$ cat src/rtl/core/hss_pkg.sv
// Package for the half-step stepper sequencer: payload structs, item kinds,
// reset constants and the eight-phase coil table. It depends on nothing.
`default_nettype none

package hss_pkg;

    // Kinds of input transaction.
    localparam logic KIND_TICK = 1'b0;
    localparam logic KIND_LOAD = 1'b1;

    // Reset value of the step interval register.
    localparam logic [15:0] INTERVAL_RESET = 16'd80;

    // Input transaction payload.
    typedef struct packed {
        logic               kind;
        logic signed [15:0] step_count;
    } in_t;

    // Result transaction payload.
    typedef struct packed {
        logic [3:0]         coils;
        logic               stepped;
        logic signed [31:0] position;
        logic signed [15:0] remaining;
    } out_t;

    // Half-step coil pattern of each phase; bit 0 is coil A, bit 3 coil D.
    function automatic logic [3:0] phase_coils(input logic [2:0] phase);
        logic [3:0] pattern;
        unique case (phase)
            3'd0: pattern = 4'h8;
            3'd1: pattern = 4'hC;
            3'd2: pattern = 4'h4;
            3'd3: pattern = 4'h6;
            3'd4: pattern = 4'h2;
            3'd5: pattern = 4'h3;
            3'd6: pattern = 4'h1;
            3'd7: pattern = 4'h9;
            default: pattern = 4'h0;
        endcase
        return pattern;
    endfunction

endpackage

`default_nettype wire

$ cat src/rtl/core/half_step_stepper_sequencer.sv
// Top level of the half-step stepper sequencer: joins the motor state core
// and the two-entry result buffer. Depends on hss_pkg, hss_core, hss_outbuf.
//
// The block drives one four-coil unipolar stepper through eight half-step
// phases. A load transaction sets a signed count of pending steps; a tick
// transaction counts the hold-off down and, when stepping is allowed and steps
// are pending, drives the current phase's coil pattern and moves phase and
// position one step toward the count's sign. Every input transaction yields
// exactly one result transaction. Throughput is one transaction per clock
// while the buffer has room: the whole update is a single pass of logic
// from the state registers into the result buffer, where each result is
// registered before it reaches the output. The buffer holds two entries,
// so the input keeps accepting while one result waits; in_ready drops only
// when both entries are full. The step interval register is written through
// cfg_we and cfg_wdata and should be changed only while the block is idle.
`default_nettype none

module half_step_stepper_sequencer (
    input  wire logic          clk,
    input  wire logic          rst_n,
    input  wire logic          cfg_we,
    input  wire logic [15:0]   cfg_wdata,
    input  wire logic          in_valid,
    output logic               in_ready,
    input  wire hss_pkg::in_t  in_data,
    output logic               out_valid,
    input  wire logic          out_ready,
    output hss_pkg::out_t      out_data
);

    logic          fire;
    hss_pkg::out_t result;

    // A transaction is taken whenever the buffer has a free skid entry.
    assign fire = in_valid && in_ready;

    hss_core u_core (
        .clk       (clk),
        .rst_n     (rst_n),
        .cfg_we    (cfg_we),
        .cfg_wdata (cfg_wdata),
        .fire      (fire),
        .item      (in_data),
        .result    (result)
    );

    hss_outbuf u_outbuf (
        .clk       (clk),
        .rst_n     (rst_n),
        .push      (fire),
        .push_data (result),
        .can_push  (in_ready),
        .out_valid (out_valid),
        .out_ready (out_ready),
        .out_data  (out_data)
    );

endmodule

`default_nettype wire

$ cat src/rtl/core/hss_core.sv
// Motor state and the single-pass update for one input transaction.
// Depends on hss_pkg for the payload structs and the coil table.
`default_nettype none

module hss_core (
    input  wire logic         clk,
    input  wire logic         rst_n,
    input  wire logic         cfg_we,
    input  wire logic [15:0]  cfg_wdata,
    input  wire logic         fire,
    input  wire hss_pkg::in_t item,
    output hss_pkg::out_t     result
);

    logic [15:0]        interval_reg;
    logic [2:0]         phase_reg,   phase_next;
    logic signed [15:0] pend_reg,    pend_next;
    logic signed [31:0] pos_reg,     pos_next;
    logic               allowed_reg, allowed_next;
    logic [15:0]        hold_reg,    hold_next;
    logic [3:0]         coil_reg,    coil_next;

    logic [15:0] hold_dec;
    logic        stepped;

    assign hold_dec = hold_reg - 16'd1;

    always_comb
    begin
        phase_next   = phase_reg;
        pend_next    = pend_reg;
        pos_next     = pos_reg;
        allowed_next = allowed_reg;
        hold_next    = hold_reg;
        coil_next    = coil_reg;
        stepped      = 1'b0;

        if (item.kind == hss_pkg::KIND_LOAD)
        begin
            pend_next = item.step_count;
        end
        else
        begin
            // Hold-off countdown comes first so a step may follow on expiry.
            if (hold_reg != 16'd0)
            begin
                hold_next = hold_dec;
                if (hold_dec == 16'd0)
                begin
                    if (pend_reg == 16'sd0)
                    begin
                        coil_next = 4'h0;
                    end
                    allowed_next = 1'b1;
                end
            end

            if (pend_reg != 16'sd0 && allowed_next)
            begin
                coil_next = hss_pkg::phase_coils(phase_reg);
                if (pend_reg[15])
                begin
                    phase_next = phase_reg - 3'd1;
                    pos_next   = pos_reg - 32'sd1;
                    pend_next  = pend_reg + 16'sd1;
                end
                else
                begin
                    phase_next = phase_reg + 3'd1;
                    pos_next   = pos_reg + 32'sd1;
                    pend_next  = pend_reg - 16'sd1;
                end
                // An interval of zero behaves as one tick.
                hold_next    = (interval_reg == 16'd0) ? 16'd1 : interval_reg;
                allowed_next = 1'b0;
                stepped      = 1'b1;
            end
        end

        result.coils     = coil_next;
        result.stepped   = stepped;
        result.position  = pos_next;
        result.remaining = pend_next;
    end

    always_ff @(posedge clk or negedge rst_n)
    begin
        if (!rst_n)
        begin
            interval_reg <= hss_pkg::INTERVAL_RESET;
        end
        else if (cfg_we)
        begin
            interval_reg <= cfg_wdata;
        end
    end

    always_ff @(posedge clk or negedge rst_n)
    begin
        if (!rst_n)
        begin
            phase_reg   <= 3'd0;
            pend_reg    <= 16'sd0;
            pos_reg     <= 32'sd0;
            allowed_reg <= 1'b1;
            hold_reg    <= 16'd0;
            coil_reg    <= 4'h0;
        end
        else if (fire)
        begin
            phase_reg   <= phase_next;
            pend_reg    <= pend_next;
            pos_reg     <= pos_next;
            allowed_reg <= allowed_next;
            hold_reg    <= hold_next;
            coil_reg    <= coil_next;
        end
    end

endmodule

`default_nettype wire

$ cat src/rtl/core/hss_outbuf.sv
// Two-entry result buffer: an output register plus a skid register.
// Depends on hss_pkg for the result payload struct.
`default_nettype none

module hss_outbuf (
    input  wire logic          clk,
    input  wire logic          rst_n,
    input  wire logic          push,
    input  wire hss_pkg::out_t push_data,
    output logic               can_push,
    output logic               out_valid,
    input  wire logic          out_ready,
    output hss_pkg::out_t      out_data
);

    logic          main_valid_reg, main_valid_next;
    hss_pkg::out_t main_data_reg,  main_data_next;
    logic          skid_valid_reg, skid_valid_next;
    hss_pkg::out_t skid_data_reg,  skid_data_next;
    logic          pop;

    assign pop       = main_valid_reg && out_ready;
    assign can_push  = !skid_valid_reg;
    assign out_valid = main_valid_reg;
    assign out_data  = main_data_reg;

    always_comb
    begin
        main_valid_next = main_valid_reg;
        main_data_next  = main_data_reg;
        skid_valid_next = skid_valid_reg;
        skid_data_next  = skid_data_reg;

        if (skid_valid_reg)
        begin
            // No push can arrive while the skid entry is full.
            if (pop)
            begin
                main_data_next  = skid_data_reg;
                skid_valid_next = 1'b0;
            end
        end
        else if (push)
        begin
            if (!main_valid_reg || pop)
            begin
                main_valid_next = 1'b1;
                main_data_next  = push_data;
            end
            else
            begin
                skid_valid_next = 1'b1;
                skid_data_next  = push_data;
            end
        end
        else if (pop)
        begin
            main_valid_next = 1'b0;
        end
    end

    always_ff @(posedge clk or negedge rst_n)
    begin
        if (!rst_n)
        begin
            main_valid_reg <= 1'b0;
            skid_valid_reg <= 1'b0;
        end
        else
        begin
            main_valid_reg <= main_valid_next;
            skid_valid_reg <= skid_valid_next;
        end
    end

    always_ff @(posedge clk)
    begin
        main_data_reg <= main_data_next;
        skid_data_reg <= skid_data_next;
    end

endmodule

`default_nettype wire

$ cat config.mk
export PLATFORM = sky130hd
export DESIGN_NAME = half_step_stepper_sequencer
export DESIGN_NICKNAME = d
export VERILOG_FILES = /design/src/rtl/core/hss_pkg.sv /design/src/rtl/core/half_step_stepper_sequencer.sv /design/src/rtl/core/hss_core.sv /design/src/rtl/core/hss_outbuf.sv
export SDC_FILE = /design/constraint.sdc
export NUM_CORES = 1
export LEC_CHECK = 0
export ABC_AREA = 1
export BUFFER_PORTS_ARGS = -buffer_cell sky130_fd_sc_hd__buf_4
export CAP_MARGIN = 40
export CELL_PAD_IN_SITES_DETAIL_PLACEMENT = 0
export CELL_PAD_IN_SITES_GLOBAL_PLACEMENT = 1
export CORE_MARGIN = 1.5
export CORE_UTILIZATION = 46
export CTS_CLUSTER_DIAMETER = 100
export CTS_CLUSTER_SIZE = 25
export DETAILED_ROUTE_END_ITERATION = 16
export PLACE_DENSITY = 0.8
export SYNTH_ARGS = -nofsm -noshare
export SYNTH_HDL_FRONTEND = slang
export SYNTH_SLANG_ARGS = --single-unit
$ cat constraint.sdc
create_clock -name clk -period 4.8 [get_ports clk]
set_input_delay 0.72 -clock clk [delete_from_list [all_inputs] [get_ports clk]]
set_output_delay 0.72 -clock clk [all_outputs]
set_load 0.05 [all_outputs]
# Yosys cells after proc, flatten, opt, wreduce, memory -nomap -nowiden
# Memory sizes are Yosys's and may differ from the RTL's.
# Cells that the tools add are included.
# totals
in_bits,38
regBits,196
word_cells,83
mem_bits_ro,32
output_inout_bits,55
latch_bits,0
mem_bits_rw,0
mem_count,1
# memory_table
memory,depth,width,rd,rd_ports_with_merged_regs,wr,line,text
(name not given),8,4,1,0,0,hss_pkg.sv:31,unique case (phase)
# op_classes
muxes,32
div_mod_pow,0
n_mul,0
bitwise,3
order_cmp,0
n_shift,0
n_reduce_logical,21
addsub,7
eq_ne,2
# op_table
operator,n
$mux W53,4
$mux W16,6
$mux W32,3
$logic_not A16 Y1,3
$add A32 B2 Y32 const B,1
$reduce_bool A16 Y1,2
$sub A32 B2 Y32 const B,1
$mux W4,5
$add A16 B2 Y16 const B,1
$sub A16 B1 Y16 const B,1
$sub A16 B2 Y16 const B,1
$reduce_and A3 Y1,5
$mux W1,13
$reduce_bool A2 Y1,4
$add A3 B1 Y3 const B,1
$logic_and A1 B1 Y1,3
$mux W3,1
$not A1 Y1,3
$sub A3 B1 Y3 const B,1
$logic_not A1 Y1,2
$ne A2 B1 Y1 const B,1
$ne A2 B2 Y1 const B,1
$reduce_and A2 Y1,1
$logic_or A1 B1 Y1,1

# Depth between registers and ports, before layout
# logic_depth
ltp_word,11
depth_mapped,20
depth_no_buf,19

# By module
# From an unflattened synthesis, not the netlist that was laid out.
# hier_totals
cells_unflattened,1451
hier_area_um2,11696.2
# by_module_without_submodules
module,seq_area_each_um2,instances,cells_per_inst,area_per_inst_um2
hss_core,2205.9,1,1154,7662.3
hss_outbuf,3233.1,1,295,4026.4
half_step_stepper_sequencer,0.0,1,2,7.5

# Least setup slack after synthesis
# Ideal clock, no wire load.
# synth_timing
path_type,input to register
from,in in_valid
to,"reg u_outbuf.main_data_reg, in the netlist u_outbuf.out_data[0] (enable)"
setup_time_ns,0.464
arrival_time_ns,3.471
stages,5
n_path_buf,1
t_required_ns,4.336
setup_slack_ns,0.865
cell_sequence,nand2_1 > inv_1 > clkbuf_1 > a21oi_1 > nor2_1
# synth_via
elab_chain_len,3
# synth_lines
element,line,text
"start, declared",half_step_stepper_sequencer.sv:23,"input wire logic in_valid,"
$logic_and A1 B1 Y1,half_step_stepper_sequencer.sv:35,assign fire = in_valid && in_ready;
$reduce_bool A2 Y1 (no line),n/a,
$reduce_and A3 Y1 (no line),n/a,
"end signal, assigned",hss_outbuf.sv:78,main_data_reg <= main_data_next;
"end, declared",hss_outbuf.sv:17,"hss_pkg::out_t main_data_reg, main_data_next;"
# Every way passes these cells.
# A chain may end at the register's enable or synchronous reset.

==> metrics.md <==
| Metric | Value |
|---|---|
| Buffers on Ports | slightly above 90 |
| Mapped Area | roughly 0.012 mm2 |
| Synth unique cells | 44 |
| CTS sink cnt | approximately 200 |
| CP delay by family, top | simple AND/OR/NAND/NOR gates |
| Drt first pass iters | 5 |
| Clock Path Buffers | 2 |
| Layout Nets | 1668 |
| EDFF count, synth | approximately 110 |
| Most area-consuming cells after synthesis | edfxtp_1, dfrtp_1, nand2_1 |
| CP Launch Type | register |
| Reg-to-reg slack, setup | a little over 0.8 ns |
| Crit. End Element | register |
| CP max stage cell | nand2_4 |
| Die span in y | 164 um |
| Dpl cell area | approximately 0.013 mm2 |
| Worst skew pair latency | between 0.4 and 0.5 ns |
| Yosys warnings | 0 |
| Pleak | 6.44 nW |
| Fin util | 53.4% |
| Clock Skew | roughly 0.015 ns |
| RePlAce Congestion | just under 0.9 |
| Final setup viols | 0 |
| Most common cell in the netlist | nand2_1 |
| Peak VDD IR | between 0.4 and 0.5 mV |
| WP data arrival | ~4.2 ns |
| Layout fillers | about 2500 |
| Global-route usage over all layers | between 20% and 30% |
| Wire per inst | roughly 16 um |
| Critical Path RT | ~5.0 ns |
| Largest net degree at the start of global routing | between 50 and 60 |
| R2r startpoint | u_core.pend_reg[15]$_DFFE_PN0P_ |
| Setup TNS Final | 0 ns |
| Core area | around 0.025 mm2 |
| Synthesis-to-finish area growth | 13.6% |
| Die width | approximately 160 um |
| Pre-CTS setup slack | around 0.81 ns |
| Top cell type's share of synthesized area | 26.8% |
| Measured slew at the worst slew-check pin | between 0.8 and 0.9 ns |
| Buffers inserted by post-CTS timing repair | 0 |
| Root buf cell | clkbuf_16 |
| Status | complete, no violations |
| Via/cell ratio | approximately 5.2 |
| Top cells by count, synth | nand2_1, inv_1, nand3_1 |
| Mean Syn Cell Area | a little under 8 um2 |
| Slew HR | approximately 45% |
| Final WS setup | about 0.81 ns |
| Hold Slack | approximately 0.23 ns |
| FF+latch area | roughly 0.0054 mm2 |
| Power per cell area | around 720 mW/mm2 |
| Period utilisation layout | 83.1% |
| Clock slew at reported path FFs | roughly 0.080 ns |
| Critical path, cell by cell | inv_1 -> buf_4 -> ha_1 -> nand3_1 -> nor4_2 -> inv_1 -> nand2_4 -> nor2_8 -> inv_2 -> nand2_1 -> nand3_1 -> nand2_1 |
| Share of post-route cells with drive strength above 1 | a little over a tenth |
| Max-cap viol count | 0 |
| Period minus WS final | around 4 ns |
| Detailed placer's ending HPWL | 21600 um |
| Resized Gates After CTS | 0 |
| Hold crit path type | in2async |
| Worst Setup SP | u_core.pend_reg[15]$_DFFE_PN0P_ |
| H-tree depth | 4 |
| Global-route wire length before repair | 49900 um |
| FF+latch count, synth | 196 |
| Synth area leader | edfxtp_1 |
| Vias | 9984 |
| Maximum clock frequency | 251 MHz |
| Drt total wl | a little over 30000 um |
| Number of CTS-inserted buffers | 17 |
| RSZ-0062 raised after global routing | no |
| Rows | 58 |
| Grt ovf | 0 |
| Max-slew violations | 0 |
| Top_reg_cell synth | edfxtp_1 |
| Buf+Inv Stages, Crit Path | 4 |
| Die area | 0.0268 mm2 |
| Syn nets | between 1500 and 2000 |
| Crit Path Class | reg2reg |
| Post-synthesis instance total | around 1500 |
| Multi-input logic area | 0.00562 mm2 |
| Final Hold Vio Count | 0 |
| Sequential-to-total area share from yosys stat | a little under half |
| Initial DRC Count | 698 |
| Vias in the first global route | between 9000 and 10000 |
| Fraction of registers with async set/reset | between 40% and 50% |
| Maximum fanout along the worst path | 42 |
| Fin area | about 0.013 mm2 |
| TritonCTS clock tree | built |
| Initial core utilization | between 40% and 50% |
| Initial antenna violation count | 0 |
| Routed Antenna Nets | 0 |
| DRC errors left | 0 |
| # IOs | between 90 and 100 |
| CP peak stage delay | a little under 0.6 ns |
| Hold_buf cts | 0 |
| Diode count | 0 |
## layout by cell type (no fill, tap or decap), types with 17 or more instances in the layout
cell and count:
nand2_1 513, a21oi_1 55, clkbuf_16 17, xnor2_1 17
buf_4 103, dfrtp_1 86, and2_1 18, o21a_1 23
nand3_1 147, nand4_1 17, inv_1 149, xor2_1 24
o21ai_0 77, edfxtp_1 106, ha_1 48, nor2_1 78
o21ai_1 23
## logic make-up after synthesis
family	count (synthesis)	synth area share [%]
AND/OR/NAND/NOR	810	28.9
adder cells (fa/ha/maj)	51	5.57
AO/OA/AOI/OAI	206	9.79
flip-flops	196	45.9
XOR/XNOR	41	3.03
buffers and inverters	201	6.85
## routing by layer
| metal | GRT usage (%) | routed length [um] | up-vias |
|---|---|---|---|
| met5 | 0 | 0 | - |
| met4 | 5.99 | 344 | 0 |
| met3 | 2.46 | 1230 | 25 |
| met2 | 36.7 | 13200 | 221 |
| met1 | 35.7 | 15700 | 4645 |
| li1 | - | - | 5093 |
## layout make-up
type	count	share of cell area [%]
clock buffers	19	3.21
clock inverters	13	1.45
inverters	152	4.23
multi-input cells	1108	41.7
flip-flops and latches	196	40.4
well taps	330	3.06
repair buffers	104	5.94
## metrics by stage
| stage | instances | total power, W |
|---|---|---|
| final | 1922 | 0.00976 |
| after global routing | 1922 | 0.0106 |
| after CTS | 1922 | 0.00980 |
| after detailed placement | 1890 | 0.00818 |
| after global placement | 1889 | 0.00815 |
| after floorplan | 1505 | 0.00679 |
## power breakdown
group / switching (W) / internal (W)
Sequential: 0.000371 / 0.00249
Clock: 0.000685 / 0.000885
Combinational: 0.00360 / 0.00173
## worst paths after layout
check	depth (start not counted)	to
worst min-delay path	1	u_core.interval_reg[15]$_DFFE_PN0P_
worst max register to register	12	u_outbuf.out_data[42]$_DFFE_PP_
min in group clk	3	u_core.interval_reg[3]$_DFFE_PN0P_
worst min register to register	2	u_outbuf.out_data[31]$_DFFE_PP_
max in group asynchronous	2	u_core.pos_reg[4]$_DFFE_PN0P_
worst max-delay path	12	u_outbuf.out_data[42]$_DFFE_PP_
Power figures use the tool's default switching activity.
